### src/rtl/core/mlrd_pkg.sv
// Shared widths, constants and types for the magic/length ring deframer.
`timescale 1ns / 1ps

package mlrd_pkg;

    localparam int BYTE_W      = 8;
    localparam int LEN_W       = 16;
    localparam int START_W     = 8;
    localparam int MAGIC_W     = 16;
    localparam int HDR_BYTES   = 4;
    localparam int MAX_RUN     = 64;
    localparam int RUN_CNT_W   = $clog2(MAX_RUN + 1);
    localparam int TDATA_W     = START_W + LEN_W;

    localparam logic [MAGIC_W-1:0] MAGIC_RESET = 16'hAD8E;

    // One found frame: payload length above payload start, as packed on tdata.
    typedef struct packed {
        logic [LEN_W-1:0]   len;
        logic [START_W-1:0] start;
    } frame_t;

endpackage

### src/rtl/core/magic_length_ring_deframer_top.sv
// Top level of the magic/length ring deframer: byte ring, scan sequencer, result register.
`timescale 1ns / 1ps

//  channel  | dir | handshake          | payload
//  ---------+-----+--------------------+-------------------------------------------
//  s_       | in  | s_tvalid/s_tready  | s_tdata[7:0] = rx_byte
//  m_       | out | m_tvalid/m_tready  | m_tdata[7:0] = payload_start,
//           |     |                    | m_tdata[23:8] = payload_length,
//           |     |                    | m_tlast = last_of_run
//  cfg_     | in  | cfg_valid/cfg_ready| cfg_data[15:0] = frame_magic
//
//  Each accepted word starts a scan that reads one header byte per cycle through the
//  registered ring read port. The scan stops on a short ring, skips a byte that holds
//  no magic, stops on an incomplete frame, holds each found frame and flushes the held
//  frame with tlast. Plain noise keeps the scan three bytes behind the write pointer.
//  Reset clears both pointers and restores the frame magic; the ring holds no reset.
//  A full result register with m_tready low stalls the scan; s_tready waits for its end.
module magic_length_ring_deframer_top #(
    parameter int RING_DEPTH = 256
) (
    input  logic                         clk,
    input  logic                         rst_n,
    // slave word: [7:0] rx_byte
    input  logic                         s_tvalid,
    output logic                         s_tready,
    input  logic [mlrd_pkg::BYTE_W-1:0]  s_tdata,
    // master word: [7:0] payload_start, [23:8] payload_length
    output logic                         m_tvalid,
    input  logic                         m_tready,
    output logic [mlrd_pkg::TDATA_W-1:0] m_tdata,
    output logic                         m_tlast,
    // configuration write: [15:0] frame_magic
    input  logic                         cfg_valid,
    output logic                         cfg_ready,
    input  logic [mlrd_pkg::MAGIC_W-1:0] cfg_data
);
    import mlrd_pkg::*;

    localparam int AW = $clog2(RING_DEPTH);
    // Sum width for pointer + length + header; two spare bits above the larger operand.
    localparam int SW = ((AW > LEN_W) ? AW : LEN_W) + 2;
    localparam logic [AW:0] DEPTH_W = (AW + 1)'(RING_DEPTH);
    localparam logic [SW-1:0] DEPTH_S = SW'(RING_DEPTH);
    localparam logic [SW-1:0] HDR_S = SW'(HDR_BYTES);

    // Sequencer states
    localparam logic [2:0] ST_IDLE  = 3'd0;  // wait for a word
    localparam logic [2:0] ST_CHECK = 3'd1;  // check fill, read magic low byte
    localparam logic [2:0] ST_B0    = 3'd2;  // take magic low byte, read magic high
    localparam logic [2:0] ST_B1    = 3'd3;  // compare magic, read length low
    localparam logic [2:0] ST_B2    = 3'd4;  // take length low, read length high
    localparam logic [2:0] ST_B3    = 3'd5;  // form length, test completeness
    localparam logic [2:0] ST_FOUND = 3'd6;  // retire held frame, hold new one
    localparam logic [2:0] ST_FLUSH = 3'd7;  // send held frame with tlast

    logic [2:0]           state_reg, state_next;
    logic [AW-1:0]        rp_reg, rp_next;
    logic [AW-1:0]        wp_reg, wp_next;
    logic [MAGIC_W-1:0]   magic_reg;
    logic [RUN_CNT_W-1:0] run_cnt_reg, run_cnt_next;
    logic [BYTE_W-1:0]    b0_reg, b0_next;
    logic [BYTE_W-1:0]    b2_reg, b2_next;
    logic [LEN_W-1:0]     len_reg, len_next;
    frame_t               pend_reg, pend_next;
    logic                 pend_valid_reg, pend_valid_next;
    frame_t               out_reg, out_next;
    logic                 out_last_reg, out_last_next;
    logic                 out_valid_reg, out_valid_next;

    logic [BYTE_W-1:0]    ring_mem [RING_DEPTH];
    logic [BYTE_W-1:0]    ring_rd_reg;
    logic [AW-1:0]        rd_addr;
    logic [1:0]           rd_off;
    logic                 wr_en;

    logic [AW:0]          used;
    logic [AW:0]          used_diff;
    logic                 out_free;
    logic [LEN_W-1:0]     len_now;
    logic [SW-1:0]        need_s;
    logic [SW-1:0]        adv_sum;
    logic [AW-1:0]        adv_rp;
    logic [AW-1:0]        payload_idx;
    logic [AW+BYTE_W-1:0] start_ext;
    logic [2:0]           stop_state;

    // Add a small offset to a ring index, wrapping once at the ring depth.
    function automatic logic [AW-1:0] ring_add(input logic [AW-1:0] base,
                                               input logic [2:0] off);
        logic [AW:0] sum;
        sum = {1'b0, base} + (AW + 1)'(off);
        if (sum >= DEPTH_W)
        begin
            sum = sum - DEPTH_W;
        end
        return sum[AW-1:0];
    endfunction

    assign s_tready  = (state_reg == ST_IDLE);
    assign cfg_ready = 1'b1;
    assign m_tvalid  = out_valid_reg;
    assign m_tdata   = out_reg;
    assign m_tlast   = out_last_reg;

    assign wr_en    = s_tvalid && s_tready;
    assign out_free = !out_valid_reg || m_tready;

    // Fill level, modulo the ring depth
    assign used_diff = {1'b0, wp_reg} - {1'b0, rp_reg};
    assign used      = (wp_reg >= rp_reg) ? used_diff : (used_diff + DEPTH_W);

    // Length header, little endian; valid in ST_B3 while the high byte is on the port
    assign len_now = {ring_rd_reg, b2_reg};
    assign need_s  = SW'(len_now) + HDR_S;

    // Skip past the whole frame; the frame fits in the ring so one wrap is enough
    always_comb
    begin
        adv_sum = SW'(rp_reg) + SW'(len_reg) + HDR_S;
        if (adv_sum >= DEPTH_S)
        begin
            adv_sum = adv_sum - DEPTH_S;
        end
        adv_rp = adv_sum[AW-1:0];
    end

    assign payload_idx = ring_add(rp_reg, 3'(HDR_BYTES));
    assign start_ext   = {{BYTE_W{1'b0}}, payload_idx};

    assign stop_state = pend_valid_reg ? ST_FLUSH : ST_IDLE;

    // Read offset from the read pointer for the byte requested this cycle
    always_comb
    begin
        unique case (state_reg)
            ST_B0:   rd_off = 2'd1;
            ST_B1:   rd_off = 2'd2;
            ST_B2:   rd_off = 2'd3;
            default: rd_off = 2'd0;
        endcase
    end
    assign rd_addr = ring_add(rp_reg, {1'b0, rd_off});

    // Ring store: one write port, one registered read port
    always_ff @(posedge clk)
    begin
        if (wr_en)
        begin
            ring_mem[wp_reg] <= s_tdata;
        end
        ring_rd_reg <= ring_mem[rd_addr];
    end

    // Scan sequencer
    always_comb
    begin
        state_next      = state_reg;
        rp_next         = rp_reg;
        wp_next         = wp_reg;
        run_cnt_next    = run_cnt_reg;
        b0_next         = b0_reg;
        b2_next         = b2_reg;
        len_next        = len_reg;
        pend_next       = pend_reg;
        pend_valid_next = pend_valid_reg;
        out_next        = out_reg;
        out_last_next   = out_last_reg;
        out_valid_next  = out_valid_reg && !m_tready;

        unique case (state_reg)
            ST_IDLE:
            begin
                if (wr_en)
                begin
                    wp_next      = ring_add(wp_reg, 3'd1);
                    run_cnt_next = '0;
                    state_next   = ST_CHECK;
                end
            end
            ST_CHECK:
            begin
                // Stop on a short ring or a full run
                if ((used < (AW + 1)'(HDR_BYTES)) || (run_cnt_reg == RUN_CNT_W'(MAX_RUN)))
                begin
                    state_next = stop_state;
                end
                else
                begin
                    state_next = ST_B0;
                end
            end
            ST_B0:
            begin
                b0_next    = ring_rd_reg;
                state_next = ST_B1;
            end
            ST_B1:
            begin
                // No magic here: drop one byte and rescan
                if ({ring_rd_reg, b0_reg} != magic_reg)
                begin
                    rp_next    = ring_add(rp_reg, 3'd1);
                    state_next = ST_CHECK;
                end
                else
                begin
                    state_next = ST_B2;
                end
            end
            ST_B2:
            begin
                b2_next    = ring_rd_reg;
                state_next = ST_B3;
            end
            ST_B3:
            begin
                len_next = len_now;
                // Wait for more bytes if the payload is not all here
                if (SW'(used) < need_s)
                begin
                    state_next = stop_state;
                end
                else
                begin
                    state_next = ST_FOUND;
                end
            end
            ST_FOUND:
            begin
                if (!pend_valid_reg || out_free)
                begin
                    if (pend_valid_reg)
                    begin
                        out_next       = pend_reg;
                        out_last_next  = 1'b0;
                        out_valid_next = 1'b1;
                    end
                    pend_next.start = start_ext[START_W-1:0];
                    pend_next.len   = len_reg;
                    pend_valid_next = 1'b1;
                    run_cnt_next    = run_cnt_reg + 1'b1;
                    rp_next         = adv_rp;
                    state_next      = ST_CHECK;
                end
            end
            ST_FLUSH:
            begin
                if (out_free)
                begin
                    out_next        = pend_reg;
                    out_last_next   = 1'b1;
                    out_valid_next  = 1'b1;
                    pend_valid_next = 1'b0;
                    state_next      = ST_IDLE;
                end
            end
        endcase
    end

    // Control state
    always_ff @(posedge clk or negedge rst_n)
    begin
        if (!rst_n)
        begin
            state_reg      <= ST_IDLE;
            rp_reg         <= '0;
            wp_reg         <= '0;
            run_cnt_reg    <= '0;
            pend_valid_reg <= 1'b0;
            out_valid_reg  <= 1'b0;
            magic_reg      <= MAGIC_RESET;
        end
        else
        begin
            state_reg      <= state_next;
            rp_reg         <= rp_next;
            wp_reg         <= wp_next;
            run_cnt_reg    <= run_cnt_next;
            pend_valid_reg <= pend_valid_next;
            out_valid_reg  <= out_valid_next;
            if (cfg_valid && cfg_ready)
            begin
                magic_reg <= cfg_data;
            end
        end
    end

    // Payload
    always_ff @(posedge clk)
    begin
        b0_reg       <= b0_next;
        b2_reg       <= b2_next;
        len_reg      <= len_next;
        pend_reg     <= pend_next;
        out_reg      <= out_next;
        out_last_reg <= out_last_next;
    end

endmodule

### config.mk
export PLATFORM = sky130hd
export DESIGN_NAME = magic_length_ring_deframer_top
export DESIGN_NICKNAME = d
export VERILOG_FILES = /design/src/rtl/core/mlrd_pkg.sv /design/src/rtl/core/magic_length_ring_deframer_top.sv
export SDC_FILE = /design/constraint.sdc
export NUM_CORES = 2
export LEC_CHECK = 0
export BUFFER_PORTS_ARGS = -buffer_cell sky130_fd_sc_hd__buf_4
export CORE_MARGIN = 2
export CORE_UTILIZATION = 39
export CTS_CLUSTER_SIZE = 40
export DETAILED_ROUTE_END_ITERATION = 7
export PLACE_DENSITY = 0.5
export SLEW_MARGIN = 5
export SYNTH_ARGS = -nofsm -noshare
export SYNTH_HDL_FRONTEND = slang
export SYNTH_SLANG_ARGS = --single-unit
### constraint.sdc
create_clock -name clk -period 10.5 [get_ports clk]
set_input_delay 2.1 -clock clk [delete_from_list [all_inputs] [get_ports clk]]
set_output_delay 2.1 -clock clk [all_outputs]
set_load 0.1 [all_outputs]
; Yosys cells after proc, flatten, opt, wreduce, memory -nomap -nowiden
; Memory sizes are Yosys's and may differ from the RTL's. A register that Yosys moved wholly into a read port is not among the register bits.
; Index checks and enable logic that the tools add are counted.
[totals]
mem_bits_rw = 2048
output_inout_bits = 28
romBits = 0
input_bits = 29
ff_bits = 125
latchBits = 0
mem_count = 1
elab_cells = 110
[op_classes]
add_sub_neg = 15
mux = 38
n_div = 0
bitwise_logic = 0
reduce_logical = 19
eq_ne = 14
order_cmp = 8
n_mul = 0
shift = 0
[memory_table]
columns = name, words, width, rd, rd_clocked_by_memory_dff, wr, line
row1 = ring_mem, 256, 8, 1, 1, 1, magic_length_ring_deframer_top.sv:70  ; logic [BYTE_W-1:0] ring_mem [RING_DEPTH];
[ops]
columns = cell, count
row1 = 24-bit two-way mux, 3
row2 = 8-bit two-way mux, 7
row3 = 24-bit case mux with 2 select lines, 1
row4 = "8-bit by 1-bit subtractor with 8-bit output, second input constant", 5
row5 = "9-bit >= comparator, second input constant", 4
row6 = 3-bit case mux with 8 select lines, 1
row7 = 3-bit two-way mux, 7
row8 = "17-bit by 3-bit adder with 18-bit output, second input constant", 1
row9 = "8-bit by 1-bit adder with 9-bit output, second input constant", 2
row10 = "18-bit by 9-bit >= comparator with 1-bit output, second input constant", 1
row11 = "16-bit by 3-bit adder with 17-bit output, second input constant", 1
row12 = 8-bit by 16-bit adder with 17-bit output, 1
row13 = 9-bit by 17-bit less-than comparator with 1-bit output, 1
row14 = 16-bit != test, 1
row15 = 8-bit case mux with 2 select lines, 1
row16 = 7-bit two-way mux, 2
row17 = 7-bit case mux with 2 select lines, 1
row18 = "3-bit equality test, second input constant", 4
row19 = 3-bit AND reduction, 4
row20 = 1-bit two-way mux, 10
row21 = 8-bit by 2-bit adder with 9-bit output, 1
row22 = "8-bit by 3-bit adder with 9-bit output, second input constant", 1
row23 = "9-bit adder, second input constant", 1
row24 = "9-bit by 3-bit less-than comparator with 1-bit output, second input constant", 1
row25 = 18 further kinds, 32

; Longest topological paths before layout
[depth]
ltp_word = 7
mapped_depth = 19
depth_no_buf = 19

; Worst setup path after synthesis
; Ideal clock, no wire load.
[synth_path]
path_kind = flip-flop to output port
from = register state_reg[1]
to = output port s_tready
n_path_buf = 1
path_slack_ns = 5.665
arrival_ns = 2.735
required_time_ns = 8.400
stages_incl_launch_ff = 3
path_cell_list = dfrtp_1 > clkbuf_1 > nor3_1
[synth_via]
elab_chain_len = 1
[synth_rtl]
columns = item, line
row1 = from (decl), magic_length_ring_deframer_top.sv:56  ; logic [2:0] state_reg, state_next;
row2 = from (signal assigned), magic_length_ring_deframer_top.sv:275  ; state_reg <= state_next;
row3 = 3-bit zero test, magic_length_ring_deframer_top.sv:99  ; assign s_tready = (state_reg == ST_IDLE);
row4 = to (decl), magic_length_ring_deframer_top.sv:25  ; output logic s_tready,
; No other way between the ends.

; Final worst setup path
[layout_path]
from = register state_reg[1]
to = register ring_rd_reg[7] (read register of ring_mem)
[layout_via]
elab_chain_len = 5
elab_cells_between_ends = 8
cone_classes = add/sub: 2 / order compare: 1 / eq/ne: 3 / mux: 2
[layout_rtl]
columns = item, line
row1 = 3-bit equality test or 3-bit by 2-bit equality test with 1-bit output (tied branches), magic_length_ring_deframer_top.sv:135  ; unique case (state_reg)
row2 = 2-bit case mux with 3 select lines (*), magic_length_ring_deframer_top.sv:135
row3 = 8-bit by 2-bit adder with 9-bit output (*), magic_length_ring_deframer_top.sv:91  ; sum = {1'b0, base} + (AW + 1)'(off);
row4 = 8-bit by 1-bit subtractor with 8-bit output or 9-bit >= comparator (tied branches), "magic_length_ring_deframer_top.sv:94, magic_length_ring_deframer_top.sv:92"
row5 = 8-bit two-way mux (*), magic_length_ring_deframer_top.sv:92  ; if (sum >= DEPTH_W)
row6 = to (decl), magic_length_ring_deframer_top.sv:71  ; logic [BYTE_W-1:0] ring_rd_reg;
; Mark *: on every way between the ends. The rest lies on a longest branch, timed or not.
; A chain may end at the register's enable or synchronous reset.

==> run metrics <==
status completed; most common cell after layout, fill and taps aside edfxtp_1; Rows 171; r2r setup slk around 4.5 ns; DRT antenna net count 0; pwr dens 327.4 nW/um^2; Slew Limit Headroom between 20% and 30%; GRT overflow 0; critical path arrival roughly 6.8 ns; RSZ-0062 raised after global routing no; Crit path required time 11.23 ns; clock slew at reported path FFs roughly 0.060 ns; synth-to-layout area growth 13.32%; Worst-Skew Late Latency 0.85 ns; reg2reg end ring_rd_reg[7]; most frequent cells in the layout edfxtp_1 (2,129), mux4_2 (640), nor2_1 (284); Vias 38,830; Final Cell Area 96,300 sq um; Initial Utilization 39.17%; Die Y 470.8 microns; synth warn 0; setup ws final between 4 and 5 ns; post-layout min period 6.023 ns; Worst Reg-to-Reg Cells 12; Hold Path Class reg2reg; Setup crit end kind flip-flop; TritonCTS clock tree yes; core box area 217,000 sq um; 1st-iter DRT viols 4,290; number of flops mapped to enable cells by yosys 2,129; Hold Path Depth 0; Post-CTS Setup Inserts 0; CTS H-tree lvls 4; worst r2r src state_reg[1]; GR Util met3 a little over 3%; Area after DPL a little under 90,000 sq um; sequential element share of the synthesized area around 77%; asr flop ratio synth about 2.0%; Hold Crit Start pend_reg[22]; final WL 214,300 microns; LEAKAGE 29.65 nW; worst slew pin tran roughly 1.2 ns; hold endpoint m_tdata[22]; f_max 0.1660 GHz; skew final 0.03922 ns; register bit total from synthesis 2,181; Die Area 221,600 sq um; WL/cell 30.68 microns; Top FF cell, synth edfxtp_1; vias per inst 5.558; Nets 4,008; Hold WS 0.4194 ns; max_cap viols 0; largest net degree at the start of global routing about 130; Post-CTS Resized 0; share of cells above drive strength 1 between 20% and 30%; Slew Viols, Final 0; period utilization 57.36%; Final Hold Vio Count 0; CTS Sinks 2,181; Clock Path Buffers 3; post-detail-place hpwl 125,300 microns; Clock Tree Root clkbuf_16; Util after Layout 44.39%; # hold bufs at CTS 0; Cells after Synth 3,772; Max VDD drop 0.4891 mV; RePlAce Congestion 0.7740; CTS Buf Count 227; met2 Use GR 30.53%; TritonRoute pass-1 iters 5; Max Fanout on Critical Path 38; Avg Inst Size Synth 22.53 sq um; global-route wire length before repair 306,400 microns; initial antenna violation count 17; max reg flops 2,048; global routing's busiest layer met2; Crit Path Class reg2reg; GRT Total Usage 19.32%; syn nets between 3,000 and 4,000; number of global-route vias before repair 40,150; endpoints failing setup 0; pre-CTS WS 4.317 ns; Unique masters post-synth 55; met1 usage 28.26%; drt drc 0; Worst Setup Start Kind flip-flop; IO buf count 55; synthesized cell area 84,980 sq um; die width roughly 470 microns; Top Ports 57; final setup TNS 0 ns
[cell type report]
class | count | area [sq um]
clock buffer | 287 | 6136
inverter | 22 | 82.58
multi-input combinational | 1366 | 18790
tap | 2854 | 3571
timing repair buffer | 138 | 1209
clock inverter | 136 | 1297
fill | 18330 | 120700
antenna | 2 | 5.005
sequential | 2181 | 65200
[Yosys cell counts, types with 5 or more instances]
cell type | instances | area, sq um
edfxtp_1 | 2129 | 63930
mux4_2 | 640 | 14410
nor2_1 | 289 | 1085
clkbuf_1 | 112 | 420.4
nand2_1 | 79 | 296.5
xnor2_1 | 46 | 402.9
buf_2 | 40 | 200.2
ha_1 | 40 | 500.5
a22oi_1 | 35 | 262.8
dfrtp_1 | 35 | 875.8
a21oi_1 | 22 | 110.1
inv_1 | 22 | 82.58
nand3_1 | 21 | 105.1
o21ai_0 | 21 | 105.1
buf_6 | 19 | 214.0
a22o_1 | 18 | 157.7
mux2_2 | 17 | 191.4
buf_1 | 16 | 60.06
buf_4 | 16 | 120.1
a221oi_1 | 15 | 131.4
nand4_1 | 12 | 75.07
o22ai_1 | 12 | 75.07
nor2b_1 | 11 | 68.82
dfstp_2 | 9 | 236.5
xor2_1 | 9 | 78.83
a221o_1 | 8 | 80.08
and3_1 | 8 | 50.05
dfxtp_1 | 8 | 160.2
nand2b_1 | 7 | 43.79
nor4_1 | 7 | 43.79
a21o_1 | 5 | 37.54
nor3_1 | 5 | 25.02
or3_1 | 5 | 31.28
[where the power goes]
group | total, W | leakage, nW | switching, W | internal, W
combinational | 0.0137 | 6.28 | 0.00742 | 0.00625
clock | 0.00802 | 3.64 | 0.00338 | 0.00464
sequential | 0.00983 | 19.7 | 0.000171 | 0.00966
total | 0.0315 | 29.6 | 0.0110 | 0.0206
[metrics by stage]
step / power [W] / cells
after detailed placement: 0.02398 / 6561
after floorplan: 0.01921 / 3772
final: 0.03153 / 6986
after global placement: 0.02400 / 6561
after CTS: 0.03201 / 6984
after global routing: 0.03274 / 6986
[worst max-delay path by stage]
| stage | start | to | slack, ns | cells after the start |
|---|---|---|---|---|
| 4_1_cts | state_reg[1] | ring_rd_reg[7] | 4.28 | 12 |
| 5_1_grt | state_reg[2] | ring_rd_reg[7] | 4.23 | 11 |
| 2_1_floorplan | state_reg[1] | s_tready | 5.67 | 2 |
| 6_report | state_reg[1] | ring_rd_reg[7] | 4.48 | 12 |
| 3_5_place_dp | state_reg[1] | ring_rd_reg[7] | 4.32 | 12 |
| 3_3_place_gp | state_reg[1] | ring_rd_reg[7] | 4.31 | 12 |
[cells by family (layout without fill, tap and decap cells)]
family                   count (synthesis)  after routing  share of synthesized area (%)
adder cells (fa/ha/maj)                 43             43                         0.6596
buffers and inverters                  225            583                          1.291
flip-flops                            2181           2181                          76.73
multiplexers                           659            659                          17.21
AO/OA/AOI/OAI                          155            155                          1.313
XOR/XNOR                                55             55                         0.5669
other                                    1              3                       0.004413
AND/OR/NAND/NOR                        453            453                          2.223
[worst max-delay path: stages, from the launching register on]
cell      delay (ns)
dfrtp_1         0.49
nand2b_1        0.23
a21oi_1         0.14
ha_4            0.21
fa_4            1.19
buf_4           0.61
buf_4           0.48
mux4_2          0.38
mux4_2          0.46
a22o_1          0.25
a221oi_1        0.81
o22ai_1         0.23
a221o_1         0.30
[layer usage]
layer / up-vias / share of wire, %
met5: - / 0.012
met4: 4 / 2.1
met2: 1190 / 48
met1: 21090 / 45
met3: 289 / 5.7
li1: 16250 / -
Power figures use the tool's default switching activity.
